`src/hw/rtl/ofsp_pkg.sv`:
```
package ofsp_pkg;

    // Internal index and counter width.
    localparam int INDEX_BITS = 24;
    // Width of the reference and face number fields on the result channel.
    localparam int OUT_W      = 24;
    // Accumulator width for the times-ten step before saturation.
    localparam int WIDE_W     = INDEX_BITS + 4;

    localparam logic [INDEX_BITS-1:0] IDX_MAX = {INDEX_BITS{1'b1}};

    // Event queue between front and back.
    localparam int QDEPTH = 4;
    localparam int QPTR_W = $clog2(QDEPTH);
    localparam int QCNT_W = $clog2(QDEPTH + 1);

    // Characters
    localparam logic [7:0] CH_NL    = 8'd10;
    localparam logic [7:0] CH_TAB   = 8'd9;
    localparam logic [7:0] CH_SP    = 8'd32;
    localparam logic [7:0] CH_HASH  = 8'd35;
    localparam logic [7:0] CH_PLUS  = 8'd43;
    localparam logic [7:0] CH_MINUS = 8'd45;
    localparam logic [7:0] CH_SLASH = 8'd47;
    localparam logic [7:0] CH_0     = 8'd48;
    localparam logic [7:0] CH_9     = 8'd57;
    localparam logic [7:0] CH_F     = 8'd102;
    localparam logic [7:0] CH_N     = 8'd110;
    localparam logic [7:0] CH_T     = 8'd116;
    localparam logic [7:0] CH_V     = 8'd118;

    // Record kinds on the result channel
    localparam logic REC_CORNER = 1'b0;
    localparam logic REC_END    = 1'b1;

    typedef enum logic [2:0] {
        K_NONE,
        K_V,
        K_VT,
        K_VN,
        K_F,
        K_COMMENT,
        K_OTHER
    } t_kind;

    typedef enum logic [1:0] {
        P_START,
        P_AFTER_V,
        P_AFTER_F,
        P_DONE
    } t_pend;

    typedef enum logic [1:0] {
        PH_START,
        PH_DIGITS,
        PH_STOP
    } t_phase;

    // One queued event: an optional corner and/or a face-end marker.
    typedef struct packed {
        logic             has_corner;
        logic             is_end;
        logic [OUT_W-1:0] face;
        logic [OUT_W-1:0] vref;
        logic [OUT_W-1:0] tref;
        logic [OUT_W-1:0] nref;
    } t_event;

    typedef struct packed {
        logic   push;
        t_event data;
    } t_push;

endpackage

```
`src/hw/rtl/ofsp_front.sv`:
```
module ofsp_front
    import ofsp_pkg::*;
(
    input  logic       i_clk,
    input  logic       i_rst_n,
    input  logic       i_fire,
    input  logic [7:0] i_text_byte,
    output t_push      o_push
);

    t_kind                 r_kind,  n_kind;
    t_pend                 r_pend,  n_pend;
    t_phase                r_ph,    n_ph;
    logic                  r_neg,   n_neg;
    logic                  r_tok,   n_tok;
    logic [1:0]            r_slot,  n_slot;
    logic [INDEX_BITS-1:0] r_accum, n_accum;
    logic [INDEX_BITS-1:0] r_held_v, n_held_v;
    logic [INDEX_BITS-1:0] r_held_t, n_held_t;
    logic [INDEX_BITS-1:0] r_vcnt, n_vcnt;
    logic [INDEX_BITS-1:0] r_tcnt, n_tcnt;
    logic [INDEX_BITS-1:0] r_ncnt, n_ncnt;
    logic [INDEX_BITS-1:0] r_face, n_face;

    logic                  w_nl, w_blank, w_digit, w_sign;
    logic                  w_close, w_end, w_keep;
    logic [INDEX_BITS-1:0] w_count, w_res;
    logic [INDEX_BITS-1:0] w_cv, w_ct, w_cn;
    logic [WIDE_W-1:0]     w_wide;

    assign w_nl    = (i_text_byte == CH_NL);
    assign w_blank = (i_text_byte == CH_SP) || (i_text_byte == CH_TAB);
    assign w_digit = (i_text_byte >= CH_0) && (i_text_byte <= CH_9);
    assign w_sign  = (i_text_byte == CH_PLUS) || (i_text_byte == CH_MINUS);

    // One resolver, count picked by the subfield being closed
    always_comb begin
        case (r_slot)
            2'd0:    w_count = r_vcnt;
            2'd1:    w_count = r_tcnt;
            default: w_count = r_ncnt;
        endcase
    end

    always_comb begin
        if (!r_neg || r_accum == '0) begin
            w_res = r_accum;
        end else if (r_accum > w_count) begin
            w_res = '0;
        end else begin
            w_res = w_count - r_accum + INDEX_BITS'(1);
        end
    end

    assign w_wide = {4'b0, r_accum} * WIDE_W'(10) + WIDE_W'(i_text_byte - CH_0);

    assign w_cv   = (r_slot == 2'd0) ? w_res : r_held_v;
    assign w_ct   = (r_slot == 2'd1) ? w_res : r_held_t;
    assign w_cn   = (r_slot == 2'd2) ? w_res : '0;
    assign w_keep = (w_cv != '0);

    // A face body token closes on a blank or on the newline
    assign w_close = i_fire && r_tok && (r_kind == K_F) && (r_pend == P_DONE)
                     && (w_nl || w_blank);
    assign w_end   = i_fire && w_nl && (r_kind == K_F);

    // Next state
    always_comb begin
        n_kind   = r_kind;
        n_pend   = r_pend;
        n_ph     = r_ph;
        n_neg    = r_neg;
        n_tok    = r_tok;
        n_slot   = r_slot;
        n_accum  = r_accum;
        n_held_v = r_held_v;
        n_held_t = r_held_t;
        n_vcnt   = r_vcnt;
        n_tcnt   = r_tcnt;
        n_ncnt   = r_ncnt;
        n_face   = r_face;
        if (i_fire) begin
            if (w_nl) begin
                if (r_kind == K_V && r_vcnt != IDX_MAX) begin
                    n_vcnt = r_vcnt + INDEX_BITS'(1);
                end
                if (r_kind == K_VT && r_tcnt != IDX_MAX) begin
                    n_tcnt = r_tcnt + INDEX_BITS'(1);
                end
                if (r_kind == K_VN && r_ncnt != IDX_MAX) begin
                    n_ncnt = r_ncnt + INDEX_BITS'(1);
                end
                if (r_kind == K_F && r_face != IDX_MAX) begin
                    n_face = r_face + INDEX_BITS'(1);
                end
                n_kind   = K_NONE;
                n_pend   = P_START;
                n_tok    = 1'b0;
                n_slot   = 2'd0;
                n_held_v = '0;
                n_held_t = '0;
                n_accum  = '0;
                n_ph     = PH_START;
                n_neg    = 1'b0;
            end else begin
                case (r_pend)
                    P_START: begin
                        if (!w_blank) begin
                            n_pend = P_DONE;
                            if (i_text_byte == CH_HASH) begin
                                n_kind = K_COMMENT;
                            end else if (i_text_byte == CH_V) begin
                                n_pend = P_AFTER_V;
                            end else if (i_text_byte == CH_F) begin
                                n_pend = P_AFTER_F;
                            end else begin
                                n_kind = K_OTHER;
                            end
                        end
                    end
                    P_AFTER_V: begin
                        n_pend = P_DONE;
                        if (i_text_byte == CH_T) begin
                            n_kind = K_VT;
                        end else if (i_text_byte == CH_N) begin
                            n_kind = K_VN;
                        end else if (w_blank) begin
                            n_kind = K_V;
                        end else begin
                            n_kind = K_OTHER;
                        end
                    end
                    P_AFTER_F: begin
                        n_pend = P_DONE;
                        n_kind = w_blank ? K_F : K_OTHER;
                    end
                    default: begin
                        if (r_kind == K_F) begin
                            if (w_blank) begin
                                // closed token leaves slot, number and held refs clear
                                n_tok    = 1'b0;
                                n_slot   = 2'd0;
                                n_held_v = '0;
                                n_held_t = '0;
                                n_accum  = '0;
                                n_ph     = PH_START;
                                n_neg    = 1'b0;
                            end else begin
                                n_tok = 1'b1;
                                if (i_text_byte == CH_SLASH && r_slot < 2'd2) begin
                                    if (r_slot == 2'd0) begin
                                        n_held_v = w_res;
                                    end else begin
                                        n_held_t = w_res;
                                    end
                                    n_slot  = r_slot + 2'd1;
                                    n_accum = '0;
                                    n_ph    = PH_START;
                                    n_neg   = 1'b0;
                                end else if (r_ph != PH_STOP) begin
                                    if (w_digit) begin
                                        n_accum = (w_wide > WIDE_W'(IDX_MAX)) ? IDX_MAX
                                                : w_wide[INDEX_BITS-1:0];
                                        n_ph    = PH_DIGITS;
                                    end else if (r_ph == PH_START && w_sign) begin
                                        n_neg = (i_text_byte == CH_MINUS);
                                        n_ph  = PH_DIGITS;
                                    end else begin
                                        n_ph = PH_STOP;
                                    end
                                end
                            end
                        end
                    end
                endcase
            end
        end
    end

    // Event out to the queue
    always_comb begin
        o_push.push            = (w_close && w_keep) || w_end;
        o_push.data.has_corner = w_close && w_keep;
        o_push.data.is_end     = w_end;
        o_push.data.face       = OUT_W'(r_face);
        o_push.data.vref       = OUT_W'(w_cv);
        o_push.data.tref       = OUT_W'(w_ct);
        o_push.data.nref       = OUT_W'(w_cn);
    end

    always_ff @(posedge i_clk) begin
        if (!i_rst_n) begin
            r_kind   <= K_NONE;
            r_pend   <= P_START;
            r_ph     <= PH_START;
            r_neg    <= 1'b0;
            r_tok    <= 1'b0;
            r_slot   <= 2'd0;
            r_accum  <= '0;
            r_held_v <= '0;
            r_held_t <= '0;
            r_vcnt   <= '0;
            r_tcnt   <= '0;
            r_ncnt   <= '0;
            r_face   <= '0;
        end else begin
            r_kind   <= n_kind;
            r_pend   <= n_pend;
            r_ph     <= n_ph;
            r_neg    <= n_neg;
            r_tok    <= n_tok;
            r_slot   <= n_slot;
            r_accum  <= n_accum;
            r_held_v <= n_held_v;
            r_held_t <= n_held_t;
            r_vcnt   <= n_vcnt;
            r_tcnt   <= n_tcnt;
            r_ncnt   <= n_ncnt;
            r_face   <= n_face;
        end
    end

endmodule

```
`src/hw/rtl/ofsp_queue.sv`:
```
module ofsp_queue
    import ofsp_pkg::*;
(
    input  logic   i_clk,
    input  logic   i_rst_n,
    input  t_push  i_push,
    input  logic   i_pop,
    output t_event o_data,
    output logic   o_not_empty,
    output logic   o_full
);

    t_event            r_mem [QDEPTH];
    logic [QPTR_W-1:0] r_wr, n_wr;
    logic [QPTR_W-1:0] r_rd, n_rd;
    logic [QCNT_W-1:0] r_cnt, n_cnt;
    logic              w_wen, w_ren;

    assign o_full      = (r_cnt == QCNT_W'(QDEPTH));
    assign o_not_empty = (r_cnt != '0);
    assign o_data      = r_mem[r_rd];

    assign w_wen = i_push.push && !o_full;
    assign w_ren = i_pop && o_not_empty;

    always_comb begin
        n_wr  = w_wen ? r_wr + QPTR_W'(1) : r_wr;
        n_rd  = w_ren ? r_rd + QPTR_W'(1) : r_rd;
        n_cnt = r_cnt + QCNT_W'(w_wen) - QCNT_W'(w_ren);
    end

    always_ff @(posedge i_clk) begin
        if (w_wen) begin
            r_mem[r_wr] <= i_push.data;
        end
    end

    always_ff @(posedge i_clk) begin
        if (!i_rst_n) begin
            r_wr  <= '0;
            r_rd  <= '0;
            r_cnt <= '0;
        end else begin
            r_wr  <= n_wr;
            r_rd  <= n_rd;
            r_cnt <= n_cnt;
        end
    end

endmodule

```
`src/hw/rtl/ofsp_back.sv`:
```
module ofsp_back
    import ofsp_pkg::*;
(
    input  logic             i_clk,
    input  logic             i_rst_n,
    input  t_event           i_data,
    input  logic             i_not_empty,
    output logic             o_pop,
    input  logic             i_out_ready,
    output logic             o_out_valid,
    output logic             o_record_kind,
    output logic [OUT_W-1:0] o_face_number,
    output logic [OUT_W-1:0] o_vertex_ref,
    output logic [OUT_W-1:0] o_texcoord_ref,
    output logic [OUT_W-1:0] o_normal_ref
);

    logic             r_valid, n_valid;
    logic             r_end_pend, n_end_pend;
    logic [OUT_W-1:0] r_end_face, n_end_face;
    logic             r_kind, n_kind;
    logic [OUT_W-1:0] r_face, n_face;
    logic [OUT_W-1:0] r_v, n_v;
    logic [OUT_W-1:0] r_t, n_t;
    logic [OUT_W-1:0] r_n, n_n;
    logic             w_load;

    // Output register frees up when empty or its beat is taken
    assign w_load = !r_valid || i_out_ready;
    assign o_pop  = w_load && !r_end_pend && i_not_empty;

    always_comb begin
        n_valid    = r_valid;
        n_end_pend = r_end_pend;
        n_end_face = r_end_face;
        n_kind     = r_kind;
        n_face     = r_face;
        n_v        = r_v;
        n_t        = r_t;
        n_n        = r_n;
        if (w_load) begin
            if (r_end_pend) begin
                // marker left over from an event that also carried a corner
                n_valid    = 1'b1;
                n_end_pend = 1'b0;
                n_kind     = REC_END;
                n_face     = r_end_face;
                n_v        = '0;
                n_t        = '0;
                n_n        = '0;
            end else if (i_not_empty) begin
                n_valid = 1'b1;
                n_face  = i_data.face;
                if (i_data.has_corner) begin
                    n_kind     = REC_CORNER;
                    n_v        = i_data.vref;
                    n_t        = i_data.tref;
                    n_n        = i_data.nref;
                    n_end_pend = i_data.is_end;
                    n_end_face = i_data.face;
                end else begin
                    n_kind = REC_END;
                    n_v    = '0;
                    n_t    = '0;
                    n_n    = '0;
                end
            end else begin
                n_valid = 1'b0;
            end
        end
    end

    always_ff @(posedge i_clk) begin
        if (!i_rst_n) begin
            r_valid    <= 1'b0;
            r_end_pend <= 1'b0;
        end else begin
            r_valid    <= n_valid;
            r_end_pend <= n_end_pend;
        end
    end

    always_ff @(posedge i_clk) begin
        r_end_face <= n_end_face;
        r_kind     <= n_kind;
        r_face     <= n_face;
        r_v        <= n_v;
        r_t        <= n_t;
        r_n        <= n_n;
    end

    assign o_out_valid    = r_valid;
    assign o_record_kind  = r_kind;
    assign o_face_number  = r_face;
    assign o_vertex_ref   = r_v;
    assign o_texcoord_ref = r_t;
    assign o_normal_ref   = r_n;

endmodule

```
`src/hw/rtl/obj_face_stream_parser_unit.sv`:
```
// Channel  | valid        | ready        | payload
// ---------+--------------+--------------+----------------------------------------------
// text in  | i_in_valid   | o_in_ready   | i_text_byte
// records  | o_out_valid  | i_out_ready  | o_record_kind, o_face_number, o_vertex_ref,
//          |              |              | o_texcoord_ref, o_normal_ref
//
// One text byte per cycle; the front decodes each byte in the cycle it is taken.
// A byte's event is written into the queue, then loaded into the output register, before it reaches the record port.
// A newline that closes a corner with a nonzero vertex reference yields two records: the corner, then the face end.
// Bytes stall only when the four-entry event queue is full.
// Synchronous active-low reset clears counters and line state; no clearing pass.
module obj_face_stream_parser_unit
    import ofsp_pkg::*;
(
    input  logic             i_clk,
    input  logic             i_rst_n,
    input  logic             i_in_valid,
    output logic             o_in_ready,
    input  logic [7:0]       i_text_byte,
    output logic             o_out_valid,
    input  logic             i_out_ready,
    output logic             o_record_kind,
    output logic [OUT_W-1:0] o_face_number,
    output logic [OUT_W-1:0] o_vertex_ref,
    output logic [OUT_W-1:0] o_texcoord_ref,
    output logic [OUT_W-1:0] o_normal_ref
);

    t_push  w_push;
    t_event w_qdata;
    logic   w_full, w_not_empty, w_pop, w_fire;

    assign o_in_ready = !w_full;
    assign w_fire     = i_in_valid && o_in_ready;

    ofsp_front u_front (
        .i_clk       (i_clk),
        .i_rst_n     (i_rst_n),
        .i_fire      (w_fire),
        .i_text_byte (i_text_byte),
        .o_push      (w_push)
    );

    ofsp_queue u_queue (
        .i_clk       (i_clk),
        .i_rst_n     (i_rst_n),
        .i_push      (w_push),
        .i_pop       (w_pop),
        .o_data      (w_qdata),
        .o_not_empty (w_not_empty),
        .o_full      (w_full)
    );

    ofsp_back u_back (
        .i_clk          (i_clk),
        .i_rst_n        (i_rst_n),
        .i_data         (w_qdata),
        .i_not_empty    (w_not_empty),
        .o_pop          (w_pop),
        .i_out_ready    (i_out_ready),
        .o_out_valid    (o_out_valid),
        .o_record_kind  (o_record_kind),
        .o_face_number  (o_face_number),
        .o_vertex_ref   (o_vertex_ref),
        .o_texcoord_ref (o_texcoord_ref),
        .o_normal_ref   (o_normal_ref)
    );

endmodule

```
`config.mk`:
```
export PLATFORM = sky130hd
export DESIGN_NAME = obj_face_stream_parser_unit
export DESIGN_NICKNAME = d
export VERILOG_FILES = /design/src/hw/rtl/ofsp_pkg.sv /design/src/hw/rtl/ofsp_front.sv /design/src/hw/rtl/ofsp_queue.sv /design/src/hw/rtl/ofsp_back.sv /design/src/hw/rtl/obj_face_stream_parser_unit.sv
export SDC_FILE = /design/constraint.sdc
export NUM_CORES = 1
export LEC_CHECK = 0
export BUFFER_PORTS_ARGS = -buffer_cell sky130_fd_sc_hd__buf_2
export CORE_ASPECT_RATIO = 1.75
export CORE_UTILIZATION = 55
export CTS_CLUSTER_DIAMETER = 150
export DETAILED_ROUTE_END_ITERATION = 10
export HOLD_SLACK_MARGIN = 0.02
export PLACE_DENSITY = 0.75
export SLEW_MARGIN = 20
export SYNTH_ARGS = -nofsm -noshare
export SYNTH_HDL_FRONTEND = slang
export SYNTH_SLANG_ARGS = --single-unit
```
`constraint.sdc`:
```
create_clock -name i_clk -period 20.7 [get_ports i_clk]
set_input_delay 1.035 -clock i_clk [delete_from_list [all_inputs] [get_ports i_clk]]
set_output_delay 1.035 -clock i_clk [all_outputs]
set_load 0.005 [all_outputs]
```
**Yosys cells after proc, flatten, opt, wreduce, memory -nomap -nowiden**

Memory sizes are Yosys's and may differ from the RTL's. A register that Yosys moved wholly into a read port is not among the register bits.
Index checks and enable logic that the tools add are counted.
W data, S select, Z words.

- Output and inout bits: 99
- Memories: 1
- Flip-flop bits (word level): 309
- Memory bits (writable): 392
- Input bits: 12
- Word-level logic and storage cells: 221

- Multiplexer cells: 85
- Add/subtract/negate cells: 13
- $mul: 1
- Bitwise gates (word level): 1
- Equality and inequality tests: 32
- Order comparisons: 5
- Reductions and logical operators: 59

Memories:

| name | words | width | read ports | clocked after Yosys merged registers in | wr ports | line | text |
|---|---|---|---|---|---|---|---|
| u_queue.r_mem | 4 | 98 | 1 | 1 | 1 | ofsp_queue.sv:13 | `t_event r_mem [QDEPTH];` |

Operators by type and width:

| kind | count |
|---|---|
| $mux W24 | 32 |
| $add A24 B1 Y24 const B | 5 |
| $ne A24 B24 Y1 const B | 4 |
| $pmux W24 S2 | 1 |
| $eq A8 B6 Y1 const B | 5 |
| $mux W2 | 20 |
| $eq A8 B7 Y1 const B | 4 |
| $add A28 B28 Y28 | 1 |
| $gt A28 B24 Y1 const B | 1 |
| $mul A24 B3 Y27 const B | 1 |
| $gt A24 B24 Y1 | 1 |
| $logic_not A24 Y1 | 1 |
| $mux W3 | 8 |
| $reduce_bool A24 Y1 | 1 |
| $sub A24 B24 Y24 | 1 |
| $mux W1 | 22 |
| $logic_and A1 B1 Y1 | 19 |
| $reduce_and A3 Y1 | 6 |
| $eq A8 B4 Y1 const B | 2 |
| $reduce_bool A4 Y1 | 4 |
| $reduce_and A5 Y1 | 3 |
| $ne A4 B2 Y1 const B | 3 |
| $reduce_and A4 Y1 | 3 |
| $pmux W3 S3 | 1 |
| 27 further kinds | 47 |

**Logic depth before layout (Yosys ltp)**

Gate-level depths: netlist of run 1.

- Depth after elaboration: 13
- Depth in mapped cells: 28
- Gate-level depth less buffers: 25

**Modules after synthesis**

From an unflattened synthesis of run 1, not the netlist that was laid out.

- Cell total of the unflattened synthesis: 2662
- Area total of the unflattened synthesis: 33545.9 µm²

By module, submodules not included:

| module | instances | sequential area each (µm²) | area an instance (µm²) | cells an instance |
|---|---|---|---|---|
| ofsp_queue | 1 | 11951.5 | 14591.5 | 561 |
| ofsp_front | 1 | 3583.4 | 14376.3 | 1857 |
| ofsp_back | 1 | 3673.5 | 4568.1 | 242 |
| obj_face_stream_parser_unit | 1 | 0.0 | 10.0 | 2 |

**Least setup slack after synthesis of run 1**

OpenSTA, ideal clock, no wires.

- Kind: reg2reg
- From: register u_front.r_slot[0]
- To: memory u_queue.r_mem[0][0] (netlist name), enable pin
- Cell stages (with the launch flop): 23
- Required time: 20.119 ns
- Arrival time: 9.401 ns
- Buffers on the path: 4
- Clock period less this slack: 9.982 ns
- Path slack: 10.718 ns
- Cells stage by stage: dfxtp_1 > inv_1 > ha_1 > clkbuf_1 > clkbuf_1 > clkbuf_1 > buf_1 > a22o_1 > a21oi_1 > ha_1 > inv_1 > ha_1 > fa_1 > a21oi_1 > o211ai_1 > a31oi_4 > a21oi_2 > or4_1 > nand3_1 > a22oi_1 > a31oi_2 > o41ai_4 > a21boi_1

- Cells in the longest elaborated chain, start to end: 13

RTL lines:

| what | line | text |
|---|---|---|
| start, declared | ofsp_front.sv:16 | `logic [1:0] r_slot, n_slot;` |
| start signal, assigned | ofsp_front.sv:212 | `r_slot <= n_slot;` |
| $eq A2 B1 Y1 / $logic_not A2 Y1 (equally long branches) | ofsp_front.sv:38, ofsp_front.sv:57 |  |
| $pmux W24 S2 | ofsp_front.sv:38 | `case (r_slot)` |
| $sub A24 B24 Y24 | ofsp_front.sv:51 | `w_res = w_count - r_accum + INDEX_BITS'(1);` |
| $add A24 B1 Y24 | ofsp_front.sv:51 |  |
| $mux W24 | ofsp_front.sv:48 | `end else if (r_accum > w_count) begin` |
| $mux W24 | ofsp_front.sv:46 | `if (!r_neg \|\| r_accum == '0) begin` |
| $mux W24 * | -- |  |
| $reduce_bool A24 Y1 * | ofsp_front.sv:60 | `assign w_keep = (w_cv != '0);` |
| $logic_and A1 B1 Y1 * | ofsp_front.sv:182 | `o_push.push = (w_close && w_keep) \|\| w_end;` |
| $logic_or A1 B1 Y1 * | ofsp_front.sv:182 |  |
| $logic_and A1 B1 Y1 * | ofsp_queue.sv:23 | `assign w_wen = i_push.push && !o_full;` |
| $mux W1 * | ofsp_queue.sv:33 | `if (w_wen) begin` |
| $mux W1 (implied by the code) * | ofsp_queue.sv:34 | `r_mem[r_wr] <= i_push.data;` |
| end, declared | ofsp_queue.sv:13 |  |

Every way passes the cells marked *; elsewhere a longest branch is shown, timed or not.

**Final worst setup path of run 1**

- From: register u_front.r_slot[1]
- To: memory u_queue.r_mem[0][3] (netlist name), enable pin

The elaborated chain is that of the path after synthesis.

==> summary.txt, run 1 <==
Place
  • IO Port Bufs: 110
  • Post-placement cell area: 34700 um^2
  • Routability congestion estimate: 0.954
  • Post-DP HPWL: 58500 um

Logic synthesis
  • Ys async rst share: 0%
  • Register area share after synthesis: 57.9%
  • Most frequent cell after synthesis: edfxtp_1
  • Top area cells in the synthesized netlist: edfxtp_1 (46%), dfxtp_1 (11%), mux4_2 (6.7%)
  • Number of synthesized flops with an enable pin: 513
  • Ys flop type: edfxtp_1
  • Count of cell types in the netlist: 91
  • Synthesized area: 33200 um^2
  • Syn Inst Count: 2633
  • Yosys reg bits: 703
  • Cell taking the most area after synthesis: edfxtp_1
  • Yosys top cell area share: 46.4%
  • Synth Area per Inst: 12.6 um^2
  • Synth top cells by count: edfxtp_1 (513), nor2_1 (242), dfxtp_1 (190)
  • Synthesized net count: 2812
  • YS warnings: 0

Worst setup path
  • Data arrival, critical path: 7.88 ns
  • CP Capture Type: register
  • Maximum fanout along the worst path: 65
  • Slowest stage delay, CP: 0.80 ns
  • Critical path required time: 20.94 ns
  • Crit-path slowest cell: o41ai_4
  • Crit path kind: register to register
  • Crit path cell chain: inv_1 -> ha_2 -> buf_4 -> nor2_1 -> buf_4 -> a21o_1 -> ha_1 -> nand3_1 -> nor4_1 -> o311ai_1 -> a21oi_2 -> nor2_1 -> a22oi_1 -> a31oi_2 -> o41ai_4 -> a21boi_4 -> buf_4 -> buf_4
  • Most common cell on crit path: buf_4
  • Startpoint types: register

Final layout
  • Nets: 2909
  • Final Instance Area: 36500 um^2
  • N_diodes: 0
  • Biggest register: u_queue.r_mem
  • Flip-flop count of the largest register after layout: 392
  • Fraction of layout cells with a size suffix above 1: 14.7%
  • Area Growth Syn to Fin: 10.0%
  • Filler instances: 4563

GRT
  • GR Overflow Total: 0
  • Total GRT Usage: 27.3%
  • Largest net degree at the start of global routing: 79
  • Initial antenna violation count: 0
  • First-pass GRT wire length: 127000 um
  • Vias in the first global route: 22100

Pwr
  • PwrDens: 88.0 nW/um^2
  • Part of the power in registers: 51.8%
  • Peak VDD IR: 0.0000832 V
  • Leakage: 13.1 nW
  • P_sw: 0.789 mW
  • Combinational power share: 14.3%
  • Clk network pwr share: 33.9%
  • Sw Ratio: 24.6%
  • Pint: 2.42 mW

Clock network
  • Hold_buf cts: 0
  • Clock sink count: 703
  • CTS buffer count: 57
  • Clock Latency Late Sink: 0.64 ns
  • CTS tree: built
  • Clock Path Buffers: 3
  • Post-CTS Setup Bufs: 0
  • Htree depth: 2
  • Clock Pin Slew Worst Setup and Hold Paths: 0.07 ns
  • Root Driver: clkbuf_16
  • Post-CTS resize count: 0

Detailed routing
  • Initial DRC count: 1577
  • DR pass1 iterations: 5
  • Via density: 6.06
  • Number of routed nets with antenna violations: 0
  • Met2 wire length: 45100 um
  • Drt wl/cell: 23.4 um
  • Total number of vias: 21600
  • Top Metal Used: met4
  • DRC errors left: 0
  • DR WL met3: 3450 um
  • Total wire length: 83100 um
  • Met1 WL: 29500 um

Floorplan
  • IO Pins: 111
  • Total die area: 61400 um^2
  • Starting Density: 55.9%
  • Rows: 118
  • Core area: 59400 um^2
  • DIE WIDTH: 188 um
  • Die height: 327 um

Timing
  • Final hold vios: 0
  • Max Slew Vio Count: 0
  • RSZ-0062 raised after global routing: no
  • Worst slew margin: 25.8%
  • Tmin final: 7.64 ns
  • Setup Skew: 0.0285 ns
  • Period utilisation layout: 36.9%
  • Fmax achieved: 131 MHz
  • Slew @ Worst Pin: 1.11 ns
  • Setup TNS: 0 ns
  • Setup violators final: 0

Outcome
  • Status: completed

Job
  • Maxcap violations: 0

Hold path
  • HP Class: register to register
-- cells by family after synthesis --
kind of cell,Yosys count,share of synthesized area [%]
and+or+nand+nor,779,11.5
muxes,139,8.02
AOI/OAI and AO/OA,497,10.2
DFF,703,57.9
xor gates and xnor gates,134,3.58
buffers and inverters,214,2.45
adders and majority gates,167,6.39
-- worst paths after layout --
path	cells after the start	slack (ns)	from	to
min	2	0.48	u_front.r_held_v[17]	u_front.r_held_v[17]
max reg2reg	18	13.06	u_front.r_slot[1]	u_queue.r_mem[0][3]
max	18	13.06	u_front.r_slot[1]	u_queue.r_mem[0][3]
min reg2reg	2	0.48	u_front.r_held_v[17]	u_front.r_held_v[17]
-- routing by layer --
layer	vias to the layer above	GRT usage [%]
met1	10600	29.7
met5	-	0
met4	0	15.4
li1	10000	-
met2	693	51.4
met3	204	2.41
-- critical path: cells and delay by family (launching register included) --
kind,cells,cell delay [ns]
flops,1,0.35
buf+inv,5,1.82
compound gates,7,2.81
simple gates,4,1.31
fa+ha+maj,2,0.84
-- through the flow --
stage                     utilization, %  hold WS [ns]  power [mW]  instances  worst slack [ns]
after floorplan                        -         0.451        2.00       2633             10.72
after global placement              58.4         0.462        2.15       3451             13.21
after detailed placement            58.4         0.467        2.16       3451             13.16
after CTS                           61.5         0.477        3.24       3557             13.12
after global routing                61.5         0.517        3.32       3557             12.69
final                               61.5         0.480        3.21       3557             13.06
-- placed cells by master, fill, tap and decap left out, types with 10 or more instances in the layout --
cell       count
nand4_1       32
nor2_1       240
inv_1        102
mux4_2        98
nand2b_1      14
o21ai_0       66
and2_1        20
nor2b_1      109
mux2_2        34
or3_1         32
ha_1         161
xnor2_1       65
a22o_1        27
edfxtp_1     513
xor2_1        68
clkbuf_16     57
o22ai_1       11
and3_1        26
nand3_1       55
a21oi_1      147
buf_2        110
o31ai_1       10
buf_4         37
nor3_1        37
clkinv_2      12
o21a_1        13
o41ai_1       18
a211oi_1      14
a21o_1        50
nor4_1        17
dfxtp_1      188
nand2_1      162
a22oi_1       44
a31oi_1       14
-- cell type report --
class	count	area (um^2)	area share (%)
timing repair buffer	147	828	2.27
clock inverter	38	374	1.02
sequential	703	19200	52.6
multi-input combinational	1716	13200	36.3
tap	780	976	2.67
clock buffer	68	1490	4.07
inverter	105	397	1.09
-- power groups by stage --
stage | logic (mW) | clock network [mW] | registers, mW
after global placement | 0.458 | 0 | 1.69
after floorplan | 0.301 | 0 | 1.70
final | 0.458 | 1.09 | 1.66
after CTS | 0.469 | 1.10 | 1.67
after global routing | 0.498 | 1.15 | 1.67
after detailed placement | 0.464 | 0 | 1.70
Power figures use the tool's default switching activity.
==> run 2: changes to the inputs <==
--- a/config.mk
+++ b/config.mk
@@ -5,6 +5,7 @@
 export SDC_FILE = /design/constraint.sdc
 export NUM_CORES = 1
 export LEC_CHECK = 0
+export ABC_AREA = 1
 export BUFFER_PORTS_ARGS = -buffer_cell sky130_fd_sc_hd__buf_2
 export CORE_ASPECT_RATIO = 1.75
 export CORE_UTILIZATION = 55
==> constraint.sdc (replaced) <==
create_clock -name i_clk -period 7.4 [get_ports i_clk]
set_input_delay 0.37 -clock i_clk [delete_from_list [all_inputs] [get_ports i_clk]]
set_output_delay 0.37 -clock i_clk [all_outputs]
set_load 0.005 [all_outputs]
==> summary.txt, run 2 <==
Final layout
  • N_diodes: 0
  • Multi-input logic area: 13200 um^2
  • Flip-flop count of the largest register after layout: 392
  • Filler instances: 5162
  • Final core occ: 61.4%
  • Nets: 3963
  • Commonest non-fill, non-tap cell in the layout: nand2_1
  • Highest-count cells in the layout ignoring fill and taps: nand2_1 (680), nor2_1 (515), edfxtp_1 (513)
  • Register area: 19200 um^2
  • Fraction of layout cells with a size suffix above 1: 9.07%
  • Final std cells w/o fill: 4629
  • Biggest register: u_queue.r_mem
  • Area Growth Syn to Fin: 9.99%
  • Final Instance Area: 37700 um^2

Floorplan
  • Core area: 61400 um^2
  • Total die area: 63400 um^2
  • Rows: 120
  • IO Pins: 111
  • Starting Density: 55.8%
  • DIE WIDTH: 191 um
  • Die height: 332 um

Timing
  • Post-route setup slack: 1.38 ns
  • Worst slew margin: 27.5%
  • Final hold vios: 0
  • Fmax achieved: 166 MHz
  • Setup TNS: 0 ns
  • RSZ-0062 raised after global routing: no
  • Slew @ Worst Pin: 1.09 ns
  • Tmin final: 6.02 ns
  • Max Slew Vio Count: 0
  • Period utilisation layout: 81.3%
  • Setup Skew: 0.0345 ns
  • Setup violators final: 0
  • Hold WS: 0.0617 ns

Clock network
  • CTS buffer count: 60
  • Post-CTS resize count: 0
  • Clock sink count: 703
  • Clock Latency Late Sink: 0.64 ns
  • Post-CTS Setup Bufs: 0
  • Clock Pin Slew Worst Setup and Hold Paths: 0.07 ns
  • Htree depth: 2
  • Hold_buf cts: 0
  • CTS tree: built
  • Root Driver: clkbuf_16
  • Clock Path Buffers: 3

Logic synthesis
  • Yosys top cell area share: 44.9%
  • Ys async rst share: 0%
  • Ys flop type: edfxtp_1
  • Top area cells in the synthesized netlist: edfxtp_1 (45%), dfxtp_1 (11%), nand2_1 (7.4%)
  • Synth top cells by count: nand2_1 (680), nor2_1 (519), edfxtp_1 (513)
  • Most frequent cell after synthesis: nand2_1
  • Yosys reg bits: 703
  • Register area share after synthesis: 56.0%
  • YS warnings: 0
  • Largest family of logic cells by synthesized area: simple AND/OR/NAND/NOR gates
  • Synth Area in Adders: 6.18%
  • Syn Inst Count: 3718
  • Count of cell types in the netlist: 62
  • Number of synthesized flops with an enable pin: 513
  • Mux share of post-synthesis cell area: 0%
  • Synthesized net count: 3897
  • Synth Area per Inst: 9.22 um^2
  • Simple-gate share of the synthesized area: 18.6%
  • Compound-Gate Fraction of Synth Area: 11.8%
  • Synthesized area: 34300 um^2
  • XOR/XNOR share of the synthesized area: 1.69%
  • Cell taking the most area after synthesis: edfxtp_1

Pwr
  • PwrDens: 263 nW/um^2
  • Peak VDD IR: 0.000357 V
  • Combinational power share: 18.8%
  • Sw Ratio: 29.1%
  • P_sw: 2.89 mW
  • Clk network pwr share: 32.7%
  • Part of the power in registers: 48.5%
  • Leakage: 15.1 nW
  • Total power draw: 9.93 mW
  • Pint: 7.04 mW

Place
  • Post-placement cell area: 35600 um^2
  • IO Port Bufs: 110
  • Post-DP HPWL: 59600 um
  • Inst Count DP: 4514
  • Place WS: 1.47 ns
  • Routability congestion estimate: 1.00

Outcome
  • Status: completed

Detailed routing
  • Drt wl/cell: 18.6 um
  • Via density: 5.63
  • DRC errors left: 0
  • Initial DRC count: 1871
  • Total number of vias: 26100
  • Total wire length: 86200 um
  • DR pass1 iterations: 6
  • Number of routed nets with antenna violations: 0

Worst setup path
  • Startpoint types: register
  • Critical path required time: 7.67 ns
  • Worst reg2reg setup slack: 1.38 ns
  • FF-to-FF Start: u_front.r_slot[1]
  • Maximum fanout along the worst path: 27
  • CP Capture Type: register
  • Worst R2R Path Depth: 27
  • Data arrival, critical path: 6.29 ns
  • RR Endpoint: u_queue.r_mem[1][76]
  • Crit path kind: register to register

GRT
  • GR Overflow Total: 0
  • First-pass GRT wire length: 134000 um
  • Total GRT Usage: 27.2%
  • Vias in the first global route: 25500
  • Initial antenna violation count: 1
  • Largest net degree at the start of global routing: 122

Job
  • Maxcap violations: 0

Hold path
  • Hold path endpoint: u_front.r_accum[0]
  • HP Class: input pin to register
  • Worst Hold Path Cells: 3
  • Worst hold start: i_text_byte[0]
run 2: cell families after synthesis:
group           Yosys count
compound gates          755
xor+xnor                 66
fa+ha+maj               167
buf+inv                 518
flops                   703
simple gates           1509
run 2: area by class of cell:
type                    instances  area share (%)
inverters                     384            3.85
clock buffers                  80            4.51
multi-input cells            2497            34.9
well taps                     793            2.63
repair buffers                138            2.22
flip-flops and latches        703            51.0
clock inverters                34           0.959
run 2: how the worst max path moves through the flow:
stage                                 start                   end  slack [ns]
after global placement    u_front.r_slot[1]      u_queue.r_cnt[2]        1.55
after global routing      u_front.r_slot[1]      u_queue.r_cnt[2]        0.89
final                     u_front.r_slot[1]  u_queue.r_mem[1][76]        1.38
after detailed placement  u_front.r_slot[1]      u_queue.r_cnt[2]        1.47
after CTS                 u_front.r_slot[1]      u_queue.r_cnt[2]        1.44
after floorplan           u_front.r_slot[1]   u_queue.r_mem[0][0]        0.41
run 2: metal layers:
layer	vias up	share of wire, %	global-route usage [%]
li1	12700	-	-
met1	12300	37	29.7
met2	781	52	49.7
met3	234	4.5	2.80
met4	2	6.5	16.8
met5	-	0.014	0
run 2: worst max-delay path: stages (launching register included):
cell,delay (ns)
dfxtp_1,0.38
inv_1,0.10
ha_1,0.23
clkinv_1,0.56
o22ai_1,0.34
a21oi_1,0.11
ha_1,0.31
inv_1,0.06
ha_1,0.29
fa_1,0.49
nand2_1,0.11
nand3_1,0.09
nand3_1,0.07
nand2_1,0.18
xor2_1,0.40
nand3_1,0.15
nand3_1,0.11
nand2_1,0.08
nand2_1,0.07
nor2_1,0.04
nand2_1,0.14
nor2_1,0.06
nand2_1,0.13
nand2_1,0.14
inv_2,0.13
nor2_4,0.08
nor2_4,0.33
buf_4,0.46
run 2: power groups by stage:
stage	clock [mW]	combinational, mW	sequential (mW)
6_report	3.25	1.87	4.82
4_1_cts	3.28	1.89	4.82
5_1_grt	3.42	2.10	4.86
3_5_place_dp	0	1.88	4.90
3_3_place_gp	0	1.82	4.90
2_1_floorplan	0	1.17	4.90
